[src/rtl/core/bpme_pkg.sv]
package bpme_pkg;

  // Number of vertices emitted per box part, four per face.
  localparam int unsigned NUM_VERTS   = 24;
  localparam int unsigned VERT_IDX_W  = $clog2(NUM_VERTS);
  localparam int unsigned QUEUE_DEPTH = 2;

  // Face codes, which also stand for the face normal.
  localparam logic [2:0] FACE_FRONT  = 3'd0;
  localparam logic [2:0] FACE_BACK   = 3'd1;
  localparam logic [2:0] FACE_LEFT   = 3'd2;
  localparam logic [2:0] FACE_RIGHT  = 3'd3;
  localparam logic [2:0] FACE_TOP    = 3'd4;
  localparam logic [2:0] FACE_BOTTOM = 3'd5;

  // Texture coordinate selection codes.
  localparam logic [1:0] UV_ZERO  = 2'd0;
  localparam logic [1:0] UV_FIRST = 2'd1;
  localparam logic [1:0] UV_DEPTH = 2'd2;

  // One box part as it arrives on the input channel.
  typedef struct packed {
    logic signed [31:0] origin_x;
    logic signed [31:0] origin_y;
    logic signed [31:0] origin_z;
    logic signed [31:0] offset_x;
    logic signed [31:0] offset_y;
    logic signed [31:0] offset_z;
    logic [30:0]        size_w;
    logic [30:0]        size_h;
    logic [30:0]        size_d;
    logic [7:0]         color_r;
    logic [7:0]         color_g;
    logic [7:0]         color_b;
  } in_item_t;

  // One vertex as it leaves on the output channel.
  typedef struct packed {
    logic signed [31:0] pos_x;
    logic signed [31:0] pos_y;
    logic signed [31:0] pos_z;
    logic [7:0]         red;
    logic [7:0]         green;
    logic [7:0]         blue;
    logic [28:0]        tex_u;
    logic [28:0]        tex_v;
    logic               tex_parity;
    logic [2:0]         face_code;
    logic [31:0]        vertex_number;
    logic               last_vertex;
  } out_item_t;

  // A classified part, held in the queue between front and back.
  typedef struct packed {
    logic [31:0] cx;
    logic [31:0] cy;
    logic [31:0] cz;
    logic [29:0] hw;
    logic [29:0] hd;
    logic [30:0] h;
    logic [28:0] wq;
    logic [28:0] hq;
    logic [28:0] dq;
    logic [7:0]  red;
    logic [7:0]  green;
    logic [7:0]  blue;
    logic        parity;
  } job_t;

  // Corner description: sign of the x and z half extents, top or base,
  // and the texture coordinate selections.
  typedef struct packed {
    logic       sx;
    logic       sy;
    logic       sz;
    logic [1:0] us;
    logic [1:0] vs;
  } corner_t;

  function automatic corner_t corner_lut(input logic [VERT_IDX_W-1:0] k);
    corner_t c;
    c = '0;
    case (k)
      5'd0:  c = '{1'b0, 1'b0, 1'b1, UV_ZERO,  UV_ZERO};
      5'd1:  c = '{1'b1, 1'b0, 1'b1, UV_FIRST, UV_ZERO};
      5'd2:  c = '{1'b1, 1'b1, 1'b1, UV_FIRST, UV_FIRST};
      5'd3:  c = '{1'b0, 1'b1, 1'b1, UV_ZERO,  UV_FIRST};
      5'd4:  c = '{1'b1, 1'b0, 1'b0, UV_ZERO,  UV_ZERO};
      5'd5:  c = '{1'b0, 1'b0, 1'b0, UV_FIRST, UV_ZERO};
      5'd6:  c = '{1'b0, 1'b1, 1'b0, UV_FIRST, UV_FIRST};
      5'd7:  c = '{1'b1, 1'b1, 1'b0, UV_ZERO,  UV_FIRST};
      5'd8:  c = '{1'b0, 1'b0, 1'b0, UV_ZERO,  UV_ZERO};
      5'd9:  c = '{1'b0, 1'b0, 1'b1, UV_DEPTH, UV_ZERO};
      5'd10: c = '{1'b0, 1'b1, 1'b1, UV_DEPTH, UV_FIRST};
      5'd11: c = '{1'b0, 1'b1, 1'b0, UV_ZERO,  UV_FIRST};
      5'd12: c = '{1'b1, 1'b0, 1'b1, UV_ZERO,  UV_ZERO};
      5'd13: c = '{1'b1, 1'b0, 1'b0, UV_DEPTH, UV_ZERO};
      5'd14: c = '{1'b1, 1'b1, 1'b0, UV_DEPTH, UV_FIRST};
      5'd15: c = '{1'b1, 1'b1, 1'b1, UV_ZERO,  UV_FIRST};
      5'd16: c = '{1'b0, 1'b1, 1'b1, UV_ZERO,  UV_ZERO};
      5'd17: c = '{1'b1, 1'b1, 1'b1, UV_FIRST, UV_ZERO};
      5'd18: c = '{1'b1, 1'b1, 1'b0, UV_FIRST, UV_DEPTH};
      5'd19: c = '{1'b0, 1'b1, 1'b0, UV_ZERO,  UV_DEPTH};
      5'd20: c = '{1'b0, 1'b0, 1'b0, UV_ZERO,  UV_ZERO};
      5'd21: c = '{1'b1, 1'b0, 1'b0, UV_FIRST, UV_ZERO};
      5'd22: c = '{1'b1, 1'b0, 1'b1, UV_FIRST, UV_DEPTH};
      5'd23: c = '{1'b0, 1'b0, 1'b1, UV_ZERO,  UV_DEPTH};
      default: c = '0;
    endcase
    return c;
  endfunction

endpackage

[src/rtl/core/bpme_front.sv]
module bpme_front (
  input  logic              clk_i,
  input  logic              rst_ni,
  input  logic              in_valid_i,
  output logic              in_stall_o,
  input  bpme_pkg::in_item_t in_data_i,
  output logic              push_o,
  output bpme_pkg::job_t    push_data_o,
  input  logic              q_full_i
);
  import bpme_pkg::*;

  // First stage: part centre and base height.
  logic        s1_valid_q;
  logic [31:0] s1_cx_q, s1_cy_q, s1_cz_q;
  logic [30:0] s1_w_q, s1_h_q, s1_d_q;
  logic [7:0]  s1_r_q, s1_g_q, s1_b_q;

  // Second stage: exact sum of the three centre values.
  logic        s2_valid_q;
  logic [31:0] s2_cx_q, s2_cy_q, s2_cz_q;
  logic [30:0] s2_w_q, s2_h_q, s2_d_q;
  logic [7:0]  s2_r_q, s2_g_q, s2_b_q;
  logic [33:0] s2_sum_q;

  logic        s1_load, s2_load;
  logic [33:0] sum_d;
  logic [33:0] rnd;

  // Flow control: a stage loads when it is empty or drains in the same cycle.
  assign push_o     = s2_valid_q && !q_full_i;
  assign s2_load    = s1_valid_q && (!s2_valid_q || push_o);
  assign in_stall_o = s1_valid_q && !s2_load;
  assign s1_load    = in_valid_i && !in_stall_o;

  always_ff @(posedge clk_i or negedge rst_ni) begin
    if (!rst_ni) begin
      s1_valid_q <= 1'b0;
      s2_valid_q <= 1'b0;
    end else begin
      if (s1_load) begin
        s1_valid_q <= 1'b1;
      end else if (s2_load) begin
        s1_valid_q <= 1'b0;
      end
      if (s2_load) begin
        s2_valid_q <= 1'b1;
      end else if (push_o) begin
        s2_valid_q <= 1'b0;
      end
    end
  end

  // Centre sums wrap modulo 2^32.
  always_ff @(posedge clk_i) begin
    if (s1_load) begin
      s1_cx_q <= in_data_i.origin_x + in_data_i.offset_x;
      s1_cy_q <= in_data_i.origin_y + in_data_i.offset_y;
      s1_cz_q <= in_data_i.origin_z + in_data_i.offset_z;
      s1_w_q  <= in_data_i.size_w;
      s1_h_q  <= in_data_i.size_h;
      s1_d_q  <= in_data_i.size_d;
      s1_r_q  <= in_data_i.color_r;
      s1_g_q  <= in_data_i.color_g;
      s1_b_q  <= in_data_i.color_b;
    end
  end

  // Sign-extended three-way sum for the texture parity.
  assign sum_d = {{2{s1_cx_q[31]}}, s1_cx_q} + {{2{s1_cy_q[31]}}, s1_cy_q}
               + {{2{s1_cz_q[31]}}, s1_cz_q};

  always_ff @(posedge clk_i) begin
    if (s2_load) begin
      s2_cx_q  <= s1_cx_q;
      s2_cy_q  <= s1_cy_q;
      s2_cz_q  <= s1_cz_q;
      s2_w_q   <= s1_w_q;
      s2_h_q   <= s1_h_q;
      s2_d_q   <= s1_d_q;
      s2_r_q   <= s1_r_q;
      s2_g_q   <= s1_g_q;
      s2_b_q   <= s1_b_q;
      s2_sum_q <= sum_d;
    end
  end

  // Round the magnitude half away from zero; for a negative sum the
  // negation and the rounding constant fold into one add.
  assign rnd = s2_sum_q[33] ? (~s2_sum_q + 34'h0_8001) : (s2_sum_q + 34'h0_8000);

  always_comb begin
    push_data_o        = '0;
    push_data_o.cx     = s2_cx_q;
    push_data_o.cy     = s2_cy_q;
    push_data_o.cz     = s2_cz_q;
    push_data_o.hw     = s2_w_q[30:1];
    push_data_o.hd     = s2_d_q[30:1];
    push_data_o.h      = s2_h_q;
    push_data_o.wq     = s2_w_q[30:2];
    push_data_o.hq     = s2_h_q[30:2];
    push_data_o.dq     = s2_d_q[30:2];
    push_data_o.red    = s2_r_q;
    push_data_o.green  = s2_g_q;
    push_data_o.blue   = s2_b_q;
    push_data_o.parity = rnd[16];
  end

endmodule

[src/rtl/core/bpme_queue.sv]
module bpme_queue #(
  parameter int unsigned QueueDepth = bpme_pkg::QUEUE_DEPTH
) (
  input  logic           clk_i,
  input  logic           rst_ni,
  input  logic           push_i,
  input  bpme_pkg::job_t push_data_i,
  output logic           full_o,
  input  logic           pop_i,
  output logic           valid_o,
  output bpme_pkg::job_t head_o
);
  import bpme_pkg::*;

  localparam int unsigned PtrW = (QueueDepth > 1) ? $clog2(QueueDepth) : 1;
  localparam int unsigned CntW = $clog2(QueueDepth + 1);
  localparam logic [PtrW-1:0] LastPtr = PtrW'(QueueDepth - 1);
  localparam logic [CntW-1:0] FullCnt = CntW'(QueueDepth);

  job_t            mem_q [QueueDepth];
  logic [PtrW-1:0] wr_ptr_q, rd_ptr_q;
  logic [CntW-1:0] count_q;

  assign full_o  = (count_q == FullCnt);
  assign valid_o = (count_q != '0);
  assign head_o  = mem_q[rd_ptr_q];

  // Pointers and fill count.
  always_ff @(posedge clk_i or negedge rst_ni) begin
    if (!rst_ni) begin
      wr_ptr_q <= '0;
      rd_ptr_q <= '0;
      count_q  <= '0;
    end else begin
      if (push_i) begin
        wr_ptr_q <= (wr_ptr_q == LastPtr) ? '0 : wr_ptr_q + 1'b1;
      end
      if (pop_i) begin
        rd_ptr_q <= (rd_ptr_q == LastPtr) ? '0 : rd_ptr_q + 1'b1;
      end
      if (push_i && !pop_i) begin
        count_q <= count_q + 1'b1;
      end else if (pop_i && !push_i) begin
        count_q <= count_q - 1'b1;
      end
    end
  end

  // Storage for queued parts.
  always_ff @(posedge clk_i) begin
    if (push_i) begin
      mem_q[wr_ptr_q] <= push_data_i;
    end
  end

endmodule

[src/rtl/core/bpme_back.sv]
module bpme_back (
  input  logic               clk_i,
  input  logic               rst_ni,
  input  logic               q_valid_i,
  input  bpme_pkg::job_t     q_head_i,
  output logic               pop_o,
  output logic               out_valid_o,
  input  logic               out_stall_i,
  output bpme_pkg::out_item_t out_data_o
);
  import bpme_pkg::*;

  localparam logic [VERT_IDX_W-1:0] LastIdx = VERT_IDX_W'(NUM_VERTS - 1);

  logic [VERT_IDX_W-1:0] k_q;
  logic [31:0]           vnum_q;
  logic                  out_valid_q;
  out_item_t             out_q, out_d;
  logic                  adv;
  corner_t               c;
  logic [2:0]            face;
  logic [28:0]           ufirst;

  // A vertex is produced whenever a part is queued and the output register frees.
  assign adv   = q_valid_i && (!out_valid_q || !out_stall_i);
  assign pop_o = adv && (k_q == LastIdx);

  // Vertex generation for corner k of the head part.
  always_comb begin
    c      = corner_lut(k_q);
    face   = k_q[VERT_IDX_W-1:2];
    ufirst = q_head_i.wq;
    if (face inside {FACE_LEFT, FACE_RIGHT}) begin
      ufirst = q_head_i.dq;
    end
    out_d       = '0;
    out_d.pos_x = c.sx ? q_head_i.cx + {2'b00, q_head_i.hw} : q_head_i.cx - {2'b00, q_head_i.hw};
    out_d.pos_y = c.sy ? q_head_i.cy + {1'b0, q_head_i.h} : q_head_i.cy;
    out_d.pos_z = c.sz ? q_head_i.cz + {2'b00, q_head_i.hd} : q_head_i.cz - {2'b00, q_head_i.hd};
    out_d.red   = q_head_i.red;
    out_d.green = q_head_i.green;
    out_d.blue  = q_head_i.blue;
    case (c.us)
      UV_FIRST: out_d.tex_u = ufirst;
      UV_DEPTH: out_d.tex_u = q_head_i.dq;
      default:  out_d.tex_u = '0;
    endcase
    case (c.vs)
      UV_FIRST: out_d.tex_v = q_head_i.hq;
      UV_DEPTH: out_d.tex_v = q_head_i.dq;
      default:  out_d.tex_v = '0;
    endcase
    out_d.tex_parity    = q_head_i.parity;
    out_d.face_code     = face;
    out_d.vertex_number = vnum_q;
    out_d.last_vertex   = (k_q == LastIdx);
  end

  // Corner counter, running vertex number and output valid.
  always_ff @(posedge clk_i or negedge rst_ni) begin
    if (!rst_ni) begin
      k_q         <= '0;
      vnum_q      <= '0;
      out_valid_q <= 1'b0;
    end else begin
      if (adv) begin
        k_q         <= (k_q == LastIdx) ? '0 : k_q + 1'b1;
        vnum_q      <= vnum_q + 32'd1;
        out_valid_q <= 1'b1;
      end else if (!out_stall_i) begin
        out_valid_q <= 1'b0;
      end
    end
  end

  // Output payload register.
  always_ff @(posedge clk_i) begin
    if (adv) begin
      out_q <= out_d;
    end
  end

  assign out_valid_o = out_valid_q;
  assign out_data_o  = out_q;

endmodule

[src/rtl/core/box_part_mesh_expander_unit.sv]
// A part goes through two front stages and the queue, then the output register.
// 24 vertices per part, one vertex per cycle while the output is not stalled.
// A two-stage front and a queue let the next part be taken while one is expanded.
// Reset (rst_ni, asynchronous, active low) empties all stages and the queue and
// clears the running vertex number to zero.
module box_part_mesh_expander_unit #(
  parameter int unsigned QueueDepth = bpme_pkg::QUEUE_DEPTH
) (
  input  logic                clk_i,
  input  logic                rst_ni,
  input  logic                in_valid_i,
  output logic                in_stall_o,
  input  bpme_pkg::in_item_t  in_data_i,
  output logic                out_valid_o,
  input  logic                out_stall_i,
  output bpme_pkg::out_item_t out_data_o
);
  import bpme_pkg::*;

  logic push, q_full, q_valid, pop;
  job_t push_data, q_head;

  // Front: centre sums and texture parity.
  bpme_front u_front (
    .clk_i       (clk_i),
    .rst_ni      (rst_ni),
    .in_valid_i  (in_valid_i),
    .in_stall_o  (in_stall_o),
    .in_data_i   (in_data_i),
    .push_o      (push),
    .push_data_o (push_data),
    .q_full_i    (q_full)
  );

  // Queue of classified parts.
  bpme_queue #(
    .QueueDepth (QueueDepth)
  ) u_queue (
    .clk_i       (clk_i),
    .rst_ni      (rst_ni),
    .push_i      (push),
    .push_data_i (push_data),
    .full_o      (q_full),
    .pop_i       (pop),
    .valid_o     (q_valid),
    .head_o      (q_head)
  );

  // Back: vertex generation.
  bpme_back u_back (
    .clk_i       (clk_i),
    .rst_ni      (rst_ni),
    .q_valid_i   (q_valid),
    .q_head_i    (q_head),
    .pop_o       (pop),
    .out_valid_o (out_valid_o),
    .out_stall_i (out_stall_i),
    .out_data_o  (out_data_o)
  );

`ifndef ASSERT_OFF
  // Within a part, vertices follow one another without a gap and are numbered in order.
  a_vertex_run : assert property (@(posedge clk_i) disable iff (!rst_ni)
    out_valid_o && !out_stall_i && !out_data_o.last_vertex |=>
      out_valid_o && (out_data_o.vertex_number == $past(out_data_o.vertex_number) + 32'd1))
    else $error("vertex run broken within a part");

  // The closing vertex of a part belongs to the bottom face.
  a_last_face : assert property (@(posedge clk_i) disable iff (!rst_ni)
    out_valid_o && out_data_o.last_vertex |-> out_data_o.face_code == FACE_BOTTOM)
    else $error("last vertex not on the bottom face");

  // The back never pops an empty queue, and the front never pushes a full one.
  a_queue_ok : assert property (@(posedge clk_i) disable iff (!rst_ni)
    !(pop && !q_valid) && !(push && q_full))
    else $error("queue overrun or underrun");
`endif

endmodule
[config.mk]
export PLATFORM = sky130hd
export DESIGN_NAME = box_part_mesh_expander_unit
export DESIGN_NICKNAME = d
export VERILOG_FILES = /design/src/rtl/core/bpme_pkg.sv /design/src/rtl/core/bpme_front.sv /design/src/rtl/core/bpme_queue.sv /design/src/rtl/core/bpme_back.sv /design/src/rtl/core/box_part_mesh_expander_unit.sv
export SDC_FILE = /design/constraint.sdc
export NUM_CORES = 1
export LEC_CHECK = 0
export ABC_AREA = 1
export BUFFER_PORTS_ARGS = -buffer_cell sky130_fd_sc_hd__buf_2
export CORE_MARGIN = 3
export CORE_UTILIZATION = 40
export DETAILED_ROUTE_END_ITERATION = 16
export GPL_TIMING_DRIVEN = 0
export SLEW_MARGIN = 10
export SYNTH_ARGS = -nofsm -noshare
export SYNTH_HDL_FRONTEND = slang
export SYNTH_HIERARCHICAL = 1
export SYNTH_SLANG_ARGS = --single-unit
[constraint.sdc]
create_clock -name clk_i -period 16.61 [get_ports clk_i]
set_clock_uncertainty 0.1 [all_clocks]
set_input_delay 2.4915 -clock clk_i [delete_from_list [all_inputs] [get_ports clk_i]]
set_output_delay 2.4915 -clock clk_i [all_outputs]
set_load 0.01 [all_outputs]
==> results of run 1 <==
==> metal layers <==
layer | part of all wire [%] | routed length, um
met5 | 0 | 0
met4 | 2.7 | 4625
met3 | 5.1 | 8862
met2 | 47 | 80310
met1 | 46 | 78500
==> cell type report <==
cell class	count	area (um^2)	share of cell area [%]
diodes	2	5.005	0.006794
plain buffers	155	1281	1.739
clock buffers	158	3571	4.847
clock inverters	91	1197	1.625
inverters	690	2610	3.543
multi-input cells	3378	20340	27.60
flip-flops and latches	1297	38730	52.57
well taps	2044	2557	3.472
repair buffers	559	3383	4.593
==> cells by family (layout without fill, tap and decap cells) <==
group,count (synthesis),in the layout,share of synthesized area (%)
fa+ha+maj,281,281,6.054
xor+xnor,190,190,2.645
flops,1297,1297,61.55
other cells,0,2,0
compound gates,377,377,3.542
buf+inv,845,1653,6.153
mux,299,299,5.352
simple gates,2231,2231,14.70
==> flip-flops by register name, summed over array words and instances, names as in the netlist, 32 cells and up <==
register and cells:
u_front/s2_cz_q 32, u_queue/mem_q 598, u_front/s1_cx_q 32, u_back/vnum_q 32, u_front/s2_cx_q 32, u_front/s2_cy_q 32
u_front/s1_cy_q 32, u_back/out_data_o 215, u_front/s1_cz_q 32
==> cell usage in the layout (no fill, tap or decap), drive strengths merged, types with 39 or more instances in the layout <==
cell type,Yosys,layout
ha,242,242
nand2,1469,1469
dfrtp,44,44
o21ai,78,78
xor2,144,144
nand4,49,49
buf,113,672
xnor2,46,46
nor3,52,52
clkinv,1,54
edfxtp,1253,1253
a21oi,216,216
mux2,299,299
clkbuf,42,200
nand3,259,259
inv,689,698
nor2,373,373
fa,39,39
==> path summary, 6_finish.rpt <==
kind	startpoint	endpoint	slack, ps	depth (start not counted)
worst max-delay path	u_queue/rd_ptr_q	u_back/out_data_o[148]	11990	21
worst min-delay path	u_front/s1_w_q[30]	u_front/s2_w_q[30]	320	0
worst max register to register	u_queue/rd_ptr_q	u_back/out_data_o[148]	11990	21
worst min register to register	u_front/s1_w_q[30]	u_front/s2_w_q[30]	320	0
max in group asynchronous	rst_ni	u_back/vnum_q[27]	13940	1
min in group asynchronous	rst_ni	u_back/vnum_q[3]	1810	1
==> where the power goes <==
part | internal, mW | leakage, nW | switching [mW]
Sequential | 5.29 | 12.6 | 0.470
Combinational | 2.76 | 16.4 | 5.59
Clock | 1.88 | 2.29 | 1.30
Total | 9.93 | 31.3 | 7.36
==> worst max-delay path, delay by kind of cell (launching register included) <==
kind            cells  cell delay (ps)
flops               1              500
buf+inv             3              600
xor+xnor            1              410
mux                 1              370
compound gates      3              710
fa+ha+maj           2              570
simple gates       11             1060
==> results.cfg, run 1 <==
[critical_path]
crit_path_top_delay_cell = dfrtp_1
critical_path.max_fanout = 10
crit_arrival_ps = 5020
critPathLaunchType = register
path_common_cell = nand2_1
max_stage_delay_ps = 500
crit_path_end_kind = register
crit_chain = buf_6 -> clkbuf_8 -> mux2_2 -> inv_1 -> ha_1 -> nand2_2 -> nor2_4 -> nand2_4 -> nor2_4 -> nand2_2 -> nand2_1 -> xor2_1 -> ha_1 -> a21oi_1 -> o21ai_0 -> a21oi_1 -> nor2_1 -> nor2_1 -> nand2_1 -> nand2_1 -> nand2_1
crit_required_ps = 17010
setup.worst_path.class = register to register

[timing]
worst_pin_slew_ps = 1055
fin_ws_ps = 11990
fmax_mhz = 216.4
finalHoldWorstSlack_ps = 315.2
slew_headroom_pct = 29.67
min_period_ps = 4620
hold_viol_final = 0
rsz0062_at_grt = false
setup_viol_count_final = 0
drv_slew = 0
finalCritPeriodShare_pct = 27.82
setup_tns_ps = 0

[cells_and_area]
final_cells = 8374
nets = 6813
fillers = 14060
utilization_pct = 47.49
syn_to_final_growth_pct = 17.09
design_area_um2 = 73670
post_route_cells_drive_above_1_share_pct = 20.54

[clocking]
post_cts_resized = 0
hold_buffers = 0
clockBufferDepth = 3
cts_tree = yes
numCtsBuffers = 138
insertion_delay_ps = 770
cts_htree_levels = 4
root_buffer = clkbuf_16
cts_sinks = 1297
clkTransAtPathRegs_ps = 60
postCtsSetupBuffers = 0

[drt]
drt_iter0_drc = 2803
ant_nets = 0
wirelength_um = 172300
drcViolationCount = 0
via_per_inst = 4.870
vias = 40780
dr.pass1.iters = 5
wl_per_cell_um = 20.57

[global_route]
grt_usage_pct = 20.99
grt_pass1_wl_um = 252300
use_met3_pct = 3.071
overflow = 0
met1_usage_pct = 29.08
met2_usage_pct = 34.23
grt_pass1_vias = 40310
grt_max_degree = 106
grt_busiest_layer = met2
antenna_found_initial = 4

[synth]
synth_area_um2 = 62920
syn_avg_cell_area_um2 = 11.40
synth_area_leader_cell = edfxtp_1
ys_seq_area_share_pct = 61.55
synth_top_area_share_pct = 59.80
netlist_instances = 5520
synth_area_leaders = edfxtp_1 60%, nand2_1 8.6%, mux2_2 5.4%
ys.flop_type = edfxtp_1
yosys.cell_types.count = 56
synth.most_common_cell = nand2_1
synth-edff-count = 1253
synth-seq-cells = 1297
async_flop_share_pct = 3.392
synth_commonest_cells = 1,440 x nand2_1, 1,253 x edfxtp_1, 676 x inv_1, 361 x nor2_1, 299 x mux2_2
syn_nets = 6114
ys_warn_count = 6

[floorplanning]
dieArea_um2 = 162100
die_y_um = 402.6
core-area_um2 = 155100
rows = 144
die_width_um = 402.6
pin_count = 530
start_util_pct = 40.56

[run]
cap_violations = 0

[run_status]
outcome = complete, no violations

[placement]
place_congestion = 0.9160
numPlacedInstances = 8123
post_dp_cell_area_um2 = 68890
dp.final_hpwl_um = 135700
io_buffers = 527
dp_slack_ps = 11760

[pwr]
powerDensity_nw_per_um2 = 234.7
peakVddDrop_uv = 124.4
cellLeakagePower_nw = 31.29
total_power_mw = 17.29

[min_path]
hold_class = register to register
(Power assumes the default switching activity.)
==> run 2, diff against run 1 <==
- clock period: 16.61 -> 3.92 ns (I/O delays scaled with it)
==> run 2 against run 1 <==
Register-to-register slack worse by 12000 ps. Clock-buffer cell count unchanged. Critical endpoint is now u_back/out_data_o[208]. Fmax rose by 17%. The flow now finishes with violations (negative setup slack). Via count increased by 2.1%.
==> results.cfg, run 2 (synthesized netlist as in run 1, its figures left out) <==
[cells_and_area]
final_common_cell = nand2_1
post_route_cells_drive_above_1_share_pct = 25.74
design_area_um2 = 77380
nets = 7004
largest_reg_flops = 598
fillers = 13730
final_cell_mix = 1,390 x nand2_1, 1,253 x edfxtp_1, 660 x inv_1
top_register = u_queue/mem_q
syn_to_final_growth_pct = 22.98

[floorplanning]
core-area_um2 = 155100
pin_count = 530
die_width_um = 402.6
die_y_um = 402.6
start_util_pct = 40.56
rows = 144
dieArea_um2 = 162100

[timing]
worst_pin_slew_ps = 1065
setup_viol_count_final = 1
setup_tns_ps = -20.07
min_period_ps = 3940
slew_headroom_pct = 29.01
rsz0062_at_grt = true
fmax_mhz = 253.8
fin_ws_ps = -20.07
drv_slew = 0
hold_viol_final = 0
finalCritPeriodShare_pct = 100.5
finalHoldWorstSlack_ps = 66.84

[drt]
wl_per_cell_um = 20.49
drcViolationCount = 0
vias = 41640
drt_iter0_drc = 3010
dr.pass1.iters = 5
via_per_inst = 4.860
wirelength_um = 175500
ant_nets = 0

[placement]
place_congestion = 0.8997
dp.final_hpwl_um = 135300
post_dp_cell_area_um2 = 69050
dp_slack_ps = -537.9
io_buffers = 527

[global_route]
overflow = 0
grt_usage_pct = 21.21
grt_pass1_wl_um = 254600
grt_pass1_vias = 40840
grt_max_degree = 116
antenna_found_initial = 5

[critical_path]
max_stage_delay_ps = 480
crit_arrival_ps = 4350
crit_family = simple AND/OR/NAND/NOR gates
crit_path_top_delay_cell = dfrtp_2
setup.worst_path.class = register to register
crit_path_end_kind = register
crit_chain = buf_12 -> clkbuf_16 -> mux2_4 -> inv_4 -> ha_4 -> nand4_1 -> nor2_4 -> nand4_1 -> buf_4 -> nand2_8 -> nand3_4 -> xor2_4 -> ha_4 -> a21oi_4 -> o21ai_2 -> a21o_1 -> nor2_2 -> nand2_1 -> nand2_1 -> nand2_2
critical_path.max_fanout = 5
critPathLaunchType = register
crit_required_ps = 4330
path_buf_inv = 4
r2r_slack_ps = -20

[clocking]
cts_htree_levels = 4
clkTransAtPathRegs_ps = 60
numCtsBuffers = 137
clockBufferDepth = 3
cts_tree = yes
insertion_delay_ps = 780
cts_sinks = 1297
root_buffer = clkbuf_16

[min_path]
hold_class = primary input to register

[run_status]
outcome = finished, violations left
violations = negative setup slack

[run]
cap_violations = 0
[run 2: cell count changes in the layout (fill, tap and decap cells not counted), sizes merged]
cell / change
buf: +73
bufinv: -5
clkinv: +7
clkinvlp: +2
diode: +1
dlygate4sd3: +119
inv: -4
[run 2: layout make-up]
cell class	count	area, um^2	area share (%)
well taps	2044	2557	3.305
diodes	3	7.507	0.009702
multi-input cells	3378	22380	28.92
repair buffers	751	5209	6.732
clock inverters	91	972.2	1.256
flip-flops and latches	1297	38730	50.05
clock buffers	158	3560	4.601
inverters	690	2626	3.394
plain buffers	155	1335	1.725
[run 2: worst paths after layout]
kind | endpoint | startpoint | cells past startpoint
worst max-delay path | u_back/out_data_o[208] | u_queue/rd_ptr_q | 20
worst max register to register | u_back/out_data_o[208] | u_queue/rd_ptr_q | 20
max in group asynchronous | u_queue/rd_ptr_q | rst_ni | 2
worst min register to register | u_front/s2_h_q[11] | u_front/s1_h_q[11] | 0
min in group asynchronous | u_back/vnum_q[17] | rst_ni | 2
worst min-delay path | u_front/s1_cy_q[0] | in_data_i[149] | 2
[run 2: routing by layer]
| metal | part of all wire, % | track usage (%) | up-vias |
|---|---|---|---|
| li1 | - | - | 20430 |
| met1 | 44 | 29.14 | 19890 |
| met2 | 47 | 34.56 | 1125 |
| met3 | 5.9 | 3.444 | 198 |
| met4 | 2.8 | 6.565 | 2 |
| met5 | 0.011 | 0 | - |
[run 2: per-stage QoR]
stage               std cells  util [%]
detailed placement       8132     44.51
global route             8564     49.87
finish                   8567     49.88
global placement         8091     43.94
CTS                      8531     48.89
floorplan                5520         -
[run 2: repair_timing]
item / in CTS / in global routing
cloned: 0 / 1
pin swaps: 58 / 107
hold buffers: 119 / 0
setup buffers: 31 / 33
resized for setup: 176 / 278
hold endpoints to repair: 162 / 0
endpoints found under the setup margin: 44 / 46
Power of run 2 is not shown: default switching activity piles up to over one toggle a cycle in this logic, so the estimate is an artifact.
